## config.mk

```make
export PLATFORM = sky130hd
export DESIGN_NAME = sync_length_frame_deframer_unit
export DESIGN_NICKNAME = d
export VERILOG_FILES = /design/src/sv/sldf_pkg.sv /design/src/sv/sldf_parser.sv /design/src/sv/sldf_out_reg.sv /design/src/sv/sync_length_frame_deframer_unit.sv
export SDC_FILE = /design/constraint.sdc
export NUM_CORES = 1
export LEC_CHECK = 0
export ABC_AREA = 1
export BUFFER_PORTS_ARGS = -buffer_cell sky130_fd_sc_hd__buf_2
export CAP_MARGIN = 20
export CORE_MARGIN = 8
export CORE_UTILIZATION = 62
export DETAILED_ROUTE_END_ITERATION = 12
export PLACE_DENSITY_LB_ADDON = 0.25
export SETUP_SLACK_MARGIN = 0.4
export SYNTH_ARGS = -nofsm -noshare
export SYNTH_HDL_FRONTEND = slang
export SYNTH_HIERARCHICAL = 1
export SYNTH_SLANG_ARGS = --single-unit
export TNS_END_PERCENT = 1
```

## constraint.sdc

```tcl
create_clock -name clk -period 5.25 [get_ports clk]
set_input_delay 0.525 -clock clk [delete_from_list [all_inputs] [get_ports clk]]
set_output_delay 0.525 -clock clk [all_outputs]
set_load 0.02 [all_outputs]
```

## src/sv/sldf_pkg.sv

```systemverilog
package sldf_pkg;

  // Fixed field widths of the byte stream.
  localparam int BYTE_W = 8;
  localparam int POS_W  = 9;

  // Default frame geometry.
  localparam int HEADER_LEN_DEF = 2;
  localparam int IV_LEN_DEF     = 16;

  localparam logic [BYTE_W-1:0] SYNC_BYTE = 8'hAA;
  localparam logic [BYTE_W-1:0] ID_DOUBLE_IV = 8'h01;

  // One emitted frame word with its side information.
  typedef struct packed {
    logic [BYTE_W-1:0] frame_byte;
    logic [POS_W-1:0]  frame_position;
    logic [POS_W-1:0]  padded_length;
    logic              end_of_frame;
  } sldf_result_t;

endpackage

```

## src/sv/sldf_parser.sv

```systemverilog
module sldf_parser #(
  parameter int HEADER_LEN = sldf_pkg::HEADER_LEN_DEF,
  parameter int IV_LEN     = sldf_pkg::IV_LEN_DEF
) (
  input  logic                          clk,
  input  logic                          rst,
  input  logic                          step,
  input  logic [sldf_pkg::BYTE_W-1:0]   rx_byte,
  output logic                          res_valid,
  output sldf_pkg::sldf_result_t        res
);
  import sldf_pkg::*;

  localparam int SYNC_W = $clog2(HEADER_LEN + 1);

  localparam logic [1:0] PH_HUNT = 2'd0;
  localparam logic [1:0] PH_LEN  = 2'd1;
  localparam logic [1:0] PH_ID   = 2'd2;
  localparam logic [1:0] PH_DATA = 2'd3;

  localparam logic [POS_W-1:0] IV_ADD  = POS_W'(IV_LEN);
  localparam logic [POS_W-1:0] HDR_ADD = POS_W'(HEADER_LEN);
  localparam logic [POS_W-1:0] LEN_BIAS = POS_W'(20);

  logic [1:0]        phase, phase_next;
  logic [SYNC_W-1:0] sync_count, sync_count_next;
  logic [POS_W-1:0]  padded_len_reg, padded_len_reg_next;
  logic [POS_W-1:0]  bytes_left, bytes_left_next;
  logic [POS_W-1:0]  position_count, position_count_next;

  logic [SYNC_W-1:0] sync_inc;
  logic [POS_W-1:0]  len_sum;
  logic [POS_W-1:0]  len_padded;
  logic [POS_W-1:0]  frame_count;
  logic              last_byte;

  always_comb begin
    sync_inc    = sync_count + 1'b1;
    // (length + 5) rounded up to sixteen is (length + 20) with the low nibble cleared.
    len_sum     = POS_W'(rx_byte) + LEN_BIAS;
    len_padded  = {len_sum[POS_W-1:4], 4'b0000};
    frame_count = padded_len_reg + IV_ADD + HDR_ADD;
    if (rx_byte == ID_DOUBLE_IV) begin
      frame_count = frame_count + IV_ADD;
    end
    last_byte = (bytes_left <= POS_W'(1));

    phase_next          = phase;
    sync_count_next     = sync_count;
    padded_len_reg_next = padded_len_reg;
    bytes_left_next     = bytes_left;
    position_count_next = position_count;
    res_valid           = 1'b0;
    res.frame_byte      = rx_byte;
    res.frame_position  = position_count;
    res.padded_length   = padded_len_reg;
    res.end_of_frame    = 1'b0;

    unique case (phase)
      PH_HUNT: begin
        if (rx_byte == SYNC_BYTE) begin
          if (sync_inc == SYNC_W'(HEADER_LEN)) begin
            sync_count_next = '0;
            phase_next      = PH_LEN;
          end else begin
            sync_count_next = sync_inc;
          end
        end else begin
          sync_count_next = '0;
        end
      end
      PH_LEN: begin
        res_valid           = 1'b1;
        res.frame_position  = '0;
        res.padded_length   = len_padded;
        padded_len_reg_next = len_padded;
        position_count_next = POS_W'(1);
        phase_next          = PH_ID;
      end
      PH_ID: begin
        res_valid           = 1'b1;
        res.frame_position  = POS_W'(1);
        bytes_left_next     = frame_count;
        position_count_next = POS_W'(2);
        phase_next          = PH_DATA;
      end
      PH_DATA: begin
        res_valid        = 1'b1;
        res.end_of_frame = last_byte;
        if (last_byte) begin
          bytes_left_next     = '0;
          position_count_next = '0;
          sync_count_next     = '0;
          phase_next          = PH_HUNT;
        end else begin
          bytes_left_next     = bytes_left - 1'b1;
          position_count_next = position_count + 1'b1;
        end
      end
      default: begin
        phase_next = PH_HUNT;
      end
    endcase
  end

  always_ff @(posedge clk) begin
    if (rst) begin
      phase          <= PH_HUNT;
      sync_count     <= '0;
      padded_len_reg <= '0;
      bytes_left     <= '0;
      position_count <= '0;
    end else if (step) begin
      phase          <= phase_next;
      sync_count     <= sync_count_next;
      padded_len_reg <= padded_len_reg_next;
      bytes_left     <= bytes_left_next;
      position_count <= position_count_next;
    end
  end

endmodule

```

## src/sv/sldf_out_reg.sv

```systemverilog
module sldf_out_reg (
  input  logic                          clk,
  input  logic                          rst,
  input  logic                          load,
  input  sldf_pkg::sldf_result_t        res,
  input  logic                          out_ready,
  output logic                          out_free,
  output logic                          out_valid,
  output sldf_pkg::sldf_result_t        out_res
);
  import sldf_pkg::*;

  // The slot can take a new word when empty or when its word leaves this cycle.
  assign out_free = !out_valid || out_ready;

  always_ff @(posedge clk) begin
    if (rst) begin
      out_valid <= 1'b0;
    end else if (out_free) begin
      out_valid <= load;
    end
  end

  always_ff @(posedge clk) begin
    if (out_free && load) begin
      out_res <= res;
    end
  end

endmodule

```

## src/sv/sync_length_frame_deframer_unit.sv

```systemverilog
// A byte accepted at the input is held in the input register; the parser decodes it
// combinationally and, once the output register has room, loads its frame word into the
// output register, which presents it to the consumer.
// Throughput: one byte per cycle unless the consumer stalls; the input register and the
// output register each move whenever the stage behind them is free, so bubbles and stalls
// cost nothing extra. Reset (synchronous, active high) empties both registers and returns
// the parser to sync hunting with all counters cleared.
module sync_length_frame_deframer_unit #(
  parameter int HEADER_LEN = sldf_pkg::HEADER_LEN_DEF,
  parameter int IV_LEN     = sldf_pkg::IV_LEN_DEF
) (
  input  logic                          clk,
  input  logic                          rst,
  input  logic                          in_valid,
  output logic                          in_ready,
  input  logic [sldf_pkg::BYTE_W-1:0]   rx_byte,
  output logic                          out_valid,
  input  logic                          out_ready,
  output logic [sldf_pkg::BYTE_W-1:0]   frame_byte,
  output logic [sldf_pkg::POS_W-1:0]    frame_position,
  output logic [sldf_pkg::POS_W-1:0]    padded_length,
  output logic                          end_of_frame
);
  import sldf_pkg::*;

  // Input register: holds one received word until the parser consumes it.
  logic              in_held;
  logic [BYTE_W-1:0] in_byte;

  logic         out_free;
  logic         step;
  logic         res_valid;
  sldf_result_t res;
  sldf_result_t out_res;

  // The held word is parsed once the output register has room for its result.
  // A sync word yields no result but is held to the same rule, which keeps the
  // ready path simple without costing rate.
  assign step     = in_held && out_free;
  assign in_ready = !in_held || step;

  always_ff @(posedge clk) begin
    if (rst) begin
      in_held <= 1'b0;
    end else if (in_ready) begin
      in_held <= in_valid;
    end
  end

  always_ff @(posedge clk) begin
    if (in_ready && in_valid) begin
      in_byte <= rx_byte;
    end
  end

  // Frame parser: sync hunt, length, ID and payload phases with their counters.
  sldf_parser #(
    .HEADER_LEN(HEADER_LEN),
    .IV_LEN    (IV_LEN)
  ) u_parser (
    .clk      (clk),
    .rst      (rst),
    .step     (step),
    .rx_byte  (in_byte),
    .res_valid(res_valid),
    .res      (res)
  );

  // Output register: keeps the finished frame word until the consumer takes it.
  sldf_out_reg u_out_reg (
    .clk      (clk),
    .rst      (rst),
    .load     (step && res_valid),
    .res      (res),
    .out_ready(out_ready),
    .out_free (out_free),
    .out_valid(out_valid),
    .out_res  (out_res)
  );

  assign frame_byte     = out_res.frame_byte;
  assign frame_position = out_res.frame_position;
  assign padded_length  = out_res.padded_length;
  assign end_of_frame   = out_res.end_of_frame;

  // An empty input register must always be able to take a word.
  a_ready_when_empty: assert property (@(posedge clk) disable iff (rst)
    !in_held |-> in_ready)
    else $error("input refused while the input register is empty");

  // The padded length is always a multiple of sixteen on a delivered word.
  a_padded_aligned: assert property (@(posedge clk) disable iff (rst)
    out_valid |-> (padded_length[3:0] == 4'b0000))
    else $error("padded length not a multiple of sixteen");

  // The length word carries the padded length derived from itself and never ends a frame.
  a_length_word: assert property (@(posedge clk) disable iff (rst)
    (out_valid && (frame_position == POS_W'(0))) |->
      ((padded_length == ((POS_W'(frame_byte) + POS_W'(20)) & ~POS_W'(15)))
       && !end_of_frame))
    else $error("length word inconsistent with its padded length");

  // End of frame only ever marks a payload word.
  a_eof_in_payload: assert property (@(posedge clk) disable iff (rst)
    (out_valid && end_of_frame) |-> (frame_position >= POS_W'(2)))
    else $error("end of frame outside the payload");

endmodule
```

# After elaboration in Yosys (flattened, before gate mapping)
# Cells that the tools add are included.
# Widths: inputs -> output; s select.
[totals]
reg_bits = 68
wordCells = 61
inputBits = 12
[classes]
n_mux = 15
order_cmp = 1
addsub = 7
n_reduce_logical = 17
eq_ne = 9
[ops]
columns = ["op", "count"]
rows = [
  ["$mux 9", 4],
  ["$pmux 9 s2", 2],
  ["$pmux 9 s3", 1],
  ["$add 9x5->9 const B", 2],
  ["$mux 2", 5],
  ["$add 8x5->9 const B", 1],
  ["$add 9x1->9 const B", 1],
  ["$add 9x2->9 const B", 1],
  ["$le 9x1->1 const B", 1],
  ["$sub 9x1->9 const B", 1],
  ["$eq 8x1->1 const B", 1],
  ["$eq 8x8->1 const B", 1],
  ["$pmux 2 s4", 1],
  ["$eq 2x2->1 const B", 3],
  ["$ne 2x1->1 const B", 3],
  ["$logic_and 1x1->1", 4],
  ["$pmux 2 s2", 1],
  ["$reduce_and 2->1", 2],
  ["$reduce_and 4->1", 1],
  ["$reduce_bool 2->1", 2],
  ["$reduce_and 3->1", 1],
  ["$reduce_bool 3->1", 1],
  ["$reduce_or 3->1", 1],
  ["$add 2x1->2 const B", 1],
  ["5 further kinds", 7],
]

# Depth between registers and ports, before layout
# Gate-level depths: netlist (run 1).
[depth]
ltp_word = 5
depth_mapped = 12

# Modules after synthesis
# The synthesis (run 1) kept the hierarchy.
[by_module_without_submodules]
columns = ["mod", "area_per_inst_um2", "cells_per_inst", "n_inst", "seq_area_each_um2"]
rows = [
  ["sldf_parser", 2170.8, 343, 1, 620.6],
  ["sldf_out_reg", 858.3, 33, 1, 830.8],
  ["sync_length_frame_deframer_unit", 302.8, 18, 1, 260.2],
]

# Worst setup path before layout (run 1)
# Ideal clock, no wire load.
[synth_path]
path_kind = "reg2reg"
start = "register u_parser.phase[0]"
end = "register u_out_reg/out_res[0] (netlist name)"
setup_slack_ns = 2.603
path_stages_with_launch = 8
setup_ns = 0.420
arrival_ns = 2.227
required_time_ns = 4.830
synth_period_minus_slack_ns = 2.647
path_cell_list = "dfxtp_1 inv_1 ha_1 inv_1 inv_1 nor2_1 inv_1 a21oi_1"
[synth_between]
elab_chain_cells = 5
[synth_lines]
columns = ["item", "line", "source"]
rows = [
  ["from (decl)", "sldf_parser.sv:25", "logic [1:0] phase, phase_next;"],
  ["from (signal assigned)", "sldf_parser.sv:114", "phase <= phase_next;"],
  ["$eq 2x1->1 / $eq 2x2->1 (equally long branches)", "sldf_parser.sv:59", "unique case (phase)"],
  ["$reduce_or 3->1 (no source line) (*)", "--", ""],
  ["$mux 1 (*)", "sldf_parser.sv:59", ""],
  ["named net res_valid", "sync_length_frame_deframer_unit.sv:32", "logic res_valid;"],
  ["$logic_and 1x1->1 (*)", "sync_length_frame_deframer_unit.sv:73", ".load (step && res_valid),"],
  ["$logic_and 1x1->1 (*)", "sldf_out_reg.sv:25", "if (out_free && load) begin"],
]
# The timed path passes the listed nets; every way through them passes the cells marked *.
# A chain may end at the register's enable or synchronous reset.

# Worst setup path after layout (run 1)
[layout_path]
start = "register u_parser.phase[1]"
end = "register u_parser.bytes_left[5]"
[layout_between]
elab_chain_cells = 3
[layout_lines]
columns = ["item", "line", "source"]
rows = [
  ["$eq 2x2->1", "sldf_parser.sv:59", ""],
  ["$reduce_bool 2->1 (no source line)", "--", ""],
  ["$reduce_and 2->1 (no source line)", "--", ""],
  ["to (signal assigned)", "sldf_parser.sv:117", "bytes_left <= bytes_left_next;"],
  ["to (decl)", "sldf_parser.sv:28", "logic [POS_W-1:0] bytes_left, bytes_left_next;"],
]
# Parallel ways exist; a longest one is shown, timed or not.

==> results of run 1 <==
## power by group
part,internal [mW],switching (mW)
clock network,0.230,0.190
logic,0.00741,0.0153
registers,0.560,0.00541
total,0.798,0.211
## metal layers
| metal | up-vias | routed length, um | global-route usage |
|---|---|---|---|
| li1 | 1360 | - | - |
| met1 | 1255 | 3010 | 0.218 |
| met2 | 119 | 3330 | 0.317 |
| met3 | 34 | 551 | 0.0423 |
| met4 | 0 | 231 | 0.0937 |
| met5 | - | 0 | 0 |
## cells in the mapped netlist, types with 4 or more instances
library cell	number
a21oi_1	23
buf_2	4
nand2_1	66
ha_1	10
edfxtp_1	35
nand3_1	28
dfxtp_1	33
nand4_1	5
clkbuf_1	4
xor2_1	6
nor3_1	11
o21ai_0	21
inv_1	57
nor2_1	56
buf_4	8
## logic make-up after synthesis
kind of cell,after synthesis,synth area share
compound gates,57,0.0961
xor+xnor,6,0.0158
fa+ha+maj,10,0.0376
buf+inv,74,0.0939
flops,68,0.514
simple gates,179,0.243
## worst max-delay path, delay by kind of cell, from the launching register on
| family | cells | cell delay (ps) |
|---|---|---|
| buf+inv | 1 | 250 |
| fa+ha+maj | 1 | 520 |
| simple gates | 4 | 920 |
| flops | 1 | 360 |
## cells in the final DEF, fill, tap and decap left out, drive strengths merged
cell and count:
nor3 13, a31oi 3, bufinv 1, ha 10, nand3 30, clkinv 3
nor2 58, dfxtp 33, edfxtp 35, a21oi 25, nor3b 3, o221ai 1
o21bai 2, nand4 5, a211oi 1, o211ai 1, o21a 2, nand2 70
o21ai 22, inv 58, clkbuf 11, buf 41, xor2 6, clkinvlp 1
## final cells by class
cell class | instances | area share
multi-input combinational | 252 | 0.352
inverter | 58 | 0.0584
clock buffer | 11 | 0.0379
tap | 70 | 0.0235
timing repair buffer | 41 | 0.0557
sequential | 68 | 0.459
clock inverter | 5 | 0.0141
## final timing paths
check,from,cells after the start,slack (ps),to
worst max-delay path,u_parser/phase[1]$_SDFFE_PP0P_,6,3100,u_parser/bytes_left[5]$_SDFFE_PP0P_
worst min-delay path,rx_byte[0],1,370,in_byte[0]$_DFFE_PP_
worst max register to register,u_parser/phase[1]$_SDFFE_PP0P_,6,3100,u_parser/bytes_left[5]$_SDFFE_PP0P_
worst min register to register,u_parser/sync_count[1]$_SDFFE_PP0P_,2,450,u_parser/sync_count[1]$_SDFFE_PP0P_
==> summary.log, run 1 <==
qor: outcome.result_of_the_run finished clean
qor: logic_synthesis.synth_largest_area_cell edfxtp_1
qor: timing.timing.fmax 465 MHz
qor: timing.post_layout_minimum_cycle_time 2150 ps
qor: detailed_routing.routed-via-count 2768
qor: clock_network.cts_resized 0
qor: global_route.number_of_global_route_vias_before_repair 2643
qor: timing.worst_slew_pin_slew 760 ps
qor: placement.place_inst 489
qor: critical_path.path_cells ha_1, nor2_1, nor2_1, inv_1, nor3_1, nor2_1
qor: floorplanning.floorplan.die_area 7980 sq um
qor: critical_path.worst_ep_required_time 5480 ps
qor: clock_network.clock_sinks 68
qor: placement.place.gp.congestion 0.917
qor: detailed_routing.drtIter0Drc 278
qor: logic_synthesis.synth-seq-cells 68
qor: logic_synthesis.synth.distinct_cells 31
qor: timing.setup_slack 3100 ps
qor: logic_synthesis.netlist.area_leader.share 0.315
qor: timing.slew_headroom 0.493
qor: clock_network.clock_path_buffers 2
qor: clock_network.clock_tree.root_cell clkbuf_8
qor: logic_synthesis.synth_cells 394
qor: detailed_routing.wire_per_inst 14.1 um
qor: clock_network.post-cts-setup-buffer-count 0
qor: critical_path.element_type_at_the_critical_path_start flop
qor: layout.layout-drive-gt1-share 0.163
qor: floorplanning.die_width 89.3 um
qor: layout.finalNonFillerCells 505
qor: timing.totalNegativeSetupSlack 0 ps
qor: detailed_routing.wl_final 7120 um
qor: clock_network.cts_hold_buffers 0
qor: layout.area_growth 11.9%
qor: flow_run.count_of_maximum_capacitance_violations 0
qor: detailed_routing.count_of_unresolved_drc_violations_after_routing 0
qor: global_route.globalRouteTotalUtil 0.187
qor: floorplanning.pin_count 41
qor: power.pwr_density_cell 270 nW/um^2
qor: layout.fillerInstances 399
qor: layout.postLayoutCellArea 3730 sq um
qor: logic_synthesis.async_reset_ff_frac 0
qor: logic_synthesis.ys.flop_type edfxtp_1
qor: logic_synthesis.synth.yosys.seq_area_share 0.514
qor: global_route.grt_antenna_before_repair 0
qor: global_route.grt_max_degree 28
qor: floorplanning.start_util 0.648
qor: clock_network.cts_buffers 9
qor: logic_synthesis.post_synth.cell_area_avg 8.46 sq um
qor: power.cellLeakagePower 1.65 nW
qor: layout.largest_reg_flops 27
qor: critical_path.worst-path-max-fanout 15
qor: layout.layout.nets 452
qor: timing.final_hold_viol_count 0
qor: timing.setup-violations-final 0
qor: floorplanning.die_h 89.3 um
qor: placement.placed_area 3540 sq um
qor: logic_synthesis.yosys_warnings 6
qor: clock_network.cts.htree.levels 3
qor: critical_path.worst_path_most_repeated_cell nor2_1
qor: layout.top_register u_out_reg/out_res
qor: timing.layout_worst_path_cycle_share 0.410
qor: global_route.grt_first_pass_wirelength 11500 um
qor: clock_network.clk_transition_reported_paths 70 ps
qor: floorplanning.placeableCoreArea 5140 sq um
qor: timing.drv_slew 0
qor: critical_path.cp_slowest_cell ha_1
qor: logic_synthesis.synth.top_cells.by_area edfxtp_1 32%, dfxtp_1 20%, nand2_1 7.4%
qor: placement.post_place_setup_slack 3080 ps
qor: critical_path.timing.critical_path.to_type flop
qor: timing.clock-skew-final 13.5 ps
qor: critical_path.critical_path_arrival 2380 ps
qor: layout.finalCoreUtilization 0.726
qor: logic_synthesis.syn-cell-area 3330 sq um
qor: placement.place_hpwl 5260 um
qor: critical_path.critPathMaxStageDelay 520 ps
qor: floorplanning.rows 26
qor: clock_network.tritoncts done
qor: power.vdd_ir_drop_max 0.230 mV
qor: timing.setup_repair_after_global_routing_missed_its_margin no
qor: detailed_routing.antenna_violating_nets_post_route 0
qor: layout.insertedDiodeCount 0
qor: global_route.final_global_route_overflow_total 0
qor: clock_network.insertion_delay 340 ps
qor: detailed_routing.viasPerCell 5.48
qor: power.finalPower 1.01 mW
qor: timing.timing.hold.ws 365 ps
qor: detailed_routing.detailedRoute.firstPassIterationCount 5
qor: critical_path.timing_worst_setup_path_type flop to flop
qor: min_path.min-delay-path-class input port to flop
qor: logic_synthesis.mappedNetlistNets 416
qor: layout.regArea 1710 sq um
qor: logic_synthesis.synth_edf_count 35
qor: placement.port_buffers 40
qor: layout.multi_input_comb_area 1310 sq um
Note: power is estimated with default switching activity, not from simulation.
==> inputs of run 2 (changes only) <==
- CORE_UTILIZATION: 62 -> 52
- clock period: 5.25 -> 1.9 ns (I/O delays scaled with it)
==> summary.log, run 2 (synthesized netlist as in run 1, its figures left out) <==
qor: detailed_routing.routed-via-count 2760 [-0.29%]
qor: timing.post_layout_minimum_cycle_time 1640 ps [-516 ps]
qor: clock_network.cts_hold_buffers 0 [unchanged]
qor: critical_path.r2r_setup_slack 260 ps [-2830 ps]
qor: critical_path.r2r.worst_path.cells 10 [+4]
qor: detailed_routing.wire_per_inst 14.1 um [about the same]
qor: timing.layout_worst_path_cycle_share 0.861 [+0.451]
qor: global_route.globalRouteTotalUtil 0.171 [-0.0160]
qor: global_route.grt_first_pass_wirelength 12300 um [+7.0%]
qor: layout.insertedDiodeCount 0 [unchanged]
qor: clock_network.cts.htree.levels 3 [unchanged]
qor: floorplanning.pin_count 41 [unchanged]
qor: timing.worst_slew_pin_slew 401 ps [-360 ps]
qor: power.vdd_ir_drop_max 0.464 mV [+100%]
qor: critical_path.worst_ep_required_time 2170 ps [-3310 ps]
qor: critical_path.critical_path_arrival 1910 ps [-470 ps]
qor: floorplanning.start_util 0.531 [-0.117]
qor: floorplanning.floorplan.die_area 9220 sq um [+16%]
qor: clock_network.clk_transition_reported_paths 70 ps [about the same]
qor: power.net-switching-power 0.575 mW [+170%]
qor: critical_path.element_type_at_the_critical_path_start flop
qor: min_path.min_delay_worst_endpoint in_byte[1]$_DFFE_PP_
qor: layout.final_common_cell nand2_1
qor: power.sw_frac_of_total 0.206 [-0.00242]
qor: timing.final_hold_viol_count 0 [unchanged]
qor: critical_path.reg_to_reg_startpoint u_parser/padded_len_reg[2]$_SDFFE_PP0P_
qor: detailed_routing.drtIter0Drc 181 [-35%]
qor: detailed_routing.count_of_unresolved_drc_violations_after_routing 0 [unchanged]
qor: min_path.worstHoldStart rx_byte[1]
qor: power.pwr_density_cell 708 nW/um^2 [+160%]
qor: layout.most-common-layout-cells 61 x nand2_1, 54 x nor2_1, 53 x inv_1
qor: floorplanning.rows 29 [+12%]
qor: power.power.clock.fraction 0.413 [-0.003]
qor: timing.totalNegativeSetupSlack 0 ps [unchanged]
qor: detailed_routing.antenna_violating_nets_post_route 0 [unchanged]
qor: global_route.grt_max_degree 28 [unchanged]
qor: placement.place_hpwl 5450 um [+3.6%]
qor: outcome.result_of_the_run finished clean
qor: timing.drv_slew 0 [unchanged]
qor: detailed_routing.wl_final 7410 um [+4.0%]
qor: critical_path.timing.critical_path.to_type flop
qor: timing.setup_repair_after_global_routing_missed_its_margin yes
qor: timing.timing.fmax 611 MHz [+32%]
qor: timing.setup_slack 264 ps [-2830 ps]
qor: power.cellLeakagePower 1.72 nW [+4.3%]
qor: floorplanning.die_width 96.0 um [+7.5%]
qor: layout.area_growth 18.0%
qor: global_route.grt_antenna_before_repair 0 [unchanged]
qor: placement.place.gp.congestion 0.877 [-4.4%]
qor: detailed_routing.viasPerCell 5.26 [-4.1%]
qor: global_route.number_of_global_route_vias_before_repair 2665 [+0.83%]
qor: layout.largest_reg_flops 27 [unchanged]
qor: min_path.hold_depth 1 [unchanged]
qor: detailed_routing.detailedRoute.firstPassIterationCount 5 [unchanged]
qor: timing.setup-violations-final 0 [unchanged]
qor: critical_path.worstReg2RegEnd u_parser/bytes_left[5]$_SDFFE_PP0P_
qor: layout.layout.nets 465 [+2.9%]
qor: critical_path.worst-path-max-fanout 3 [-12]
qor: clock_network.cts_buffers 9 [unchanged]
qor: floorplanning.placeableCoreArea 6280 sq um [+22%]
qor: global_route.final_global_route_overflow_total 0 [unchanged]
qor: layout.layout-drive-gt1-share 0.234 [+0.0712]
qor: layout.top_register u_out_reg/out_res
qor: timing.slew_headroom 0.733 [+0.240]
qor: timing.clock-skew-final 5.93 ps [-7.56 ps]
qor: flow_run.count_of_maximum_capacitance_violations 0 [unchanged]
qor: clock_network.clock_path_buffers 2 [unchanged]
qor: min_path.min-delay-path-class input port to flop
qor: clock_network.clock_tree.root_cell clkbuf_8
qor: critical_path.timing_worst_setup_path_type flop to flop
qor: power.internal_power 2.21 mW [+180%]
qor: clock_network.tritoncts done
qor: clock_network.clock_sinks 68 [unchanged]
qor: timing.timing.hold.ws 17.1 ps [-348 ps]
qor: clock_network.insertion_delay 340 ps [about the same]
qor: placement.post_place_setup_slack 91.6 ps [-2990 ps]
qor: placement.port_buffers 40 [unchanged]
qor: power.comb_power_share 0.026 [+0.003]
qor: floorplanning.die_h 96.0 um [+7.5%]
qor: power.sequentialPowerShare 0.560 [about the same]
-- run 2: how the worst max path moves through the flow --
stage	startpoint	end	slack, ps	cells past startpoint
finish	u_parser/padded_len_reg[2]$_SDFFE_PP0P_	u_parser/bytes_left[5]$_SDFFE_PP0P_	260	10
global route	in_byte[3]$_DFFE_PP_	u_parser/bytes_left[7]$_SDFFE_PP0P_	180	9
floorplan	u_parser/phase[1]$_SDFFE_PP0P_	u_out_reg/out_res[0]$_DFFE_PP_	250	7
CTS	u_parser/padded_len_reg[1]$_SDFFE_PP0P_	u_parser/bytes_left[8]$_SDFFE_PP0P_	300	12
global placement	u_parser/padded_len_reg[1]$_SDFFE_PP0P_	u_parser/bytes_left[5]$_SDFFE_PP0P_	180	10
detailed placement	u_parser/padded_len_reg[1]$_SDFFE_PP0P_	u_parser/bytes_left[5]$_SDFFE_PP0P_	90	10
-- run 2: critical path: stages, from the launching register on --
cell	delay [ps]
dfxtp_4	370
ha_4	140
nand2_2	50
nand2_2	90
xor2_2	150
inv_1	60
ha_2	310
o21ai_1	50
a21oi_1	140
nor3_1	60
nor2_1	140
-- run 2: metrics by stage --
step                      total power, mW  utilization  cells  area [sq um]
after detailed placement             1.66        0.582    504          3650
after global placement               1.66        0.582    504          3650
after floorplan                      1.64            -    394          3370
after CTS                            2.80        0.620    524          3890
after global routing                 2.87        0.626    525          3930
final                                2.78        0.626    525          3930
-- run 2: final cells by class --
class                           count  area [sq um]
Fill cell                         530          2350
Sequential cell                    68          1720
Multi-Input combinational cell    252          1390
Timing Repair Buffer               54           318
Inverter                           58           218
Clock buffer                       13           149
Tap cell                           77          96.3
Clock inverter                      3          38.8
-- run 2: metal layers --
layer | share of wire | wire length [um] | global-route usage
met1 | 0.44 | 3290 | 0.217
met2 | 0.45 | 3370 | 0.265
met4 | 0.021 | 159 | 0.0781
met5 | 0 | 0 | 0
met3 | 0.079 | 586 | 0.0476
-- run 2: power by group through the flow --
stage | clock network, mW | registers, mW | logic (mW)
2_1_floorplan | 0 | 1.59 | 0.0520
3_3_place_gp | 0 | 1.59 | 0.0675
3_5_place_dp | 0 | 1.59 | 0.0697
4_1_cts | 1.17 | 1.56 | 0.0703
5_1_grt | 1.23 | 1.56 | 0.0813
6_report | 1.15 | 1.56 | 0.0737
-- run 2: what timing repair did --
action                     in CTS  in global routing
setup endpoints to repair      31                 50
cloned                          0                  0
resized for setup               8                  9
buffers inserted                4                  1
pin swaps                      12                  5
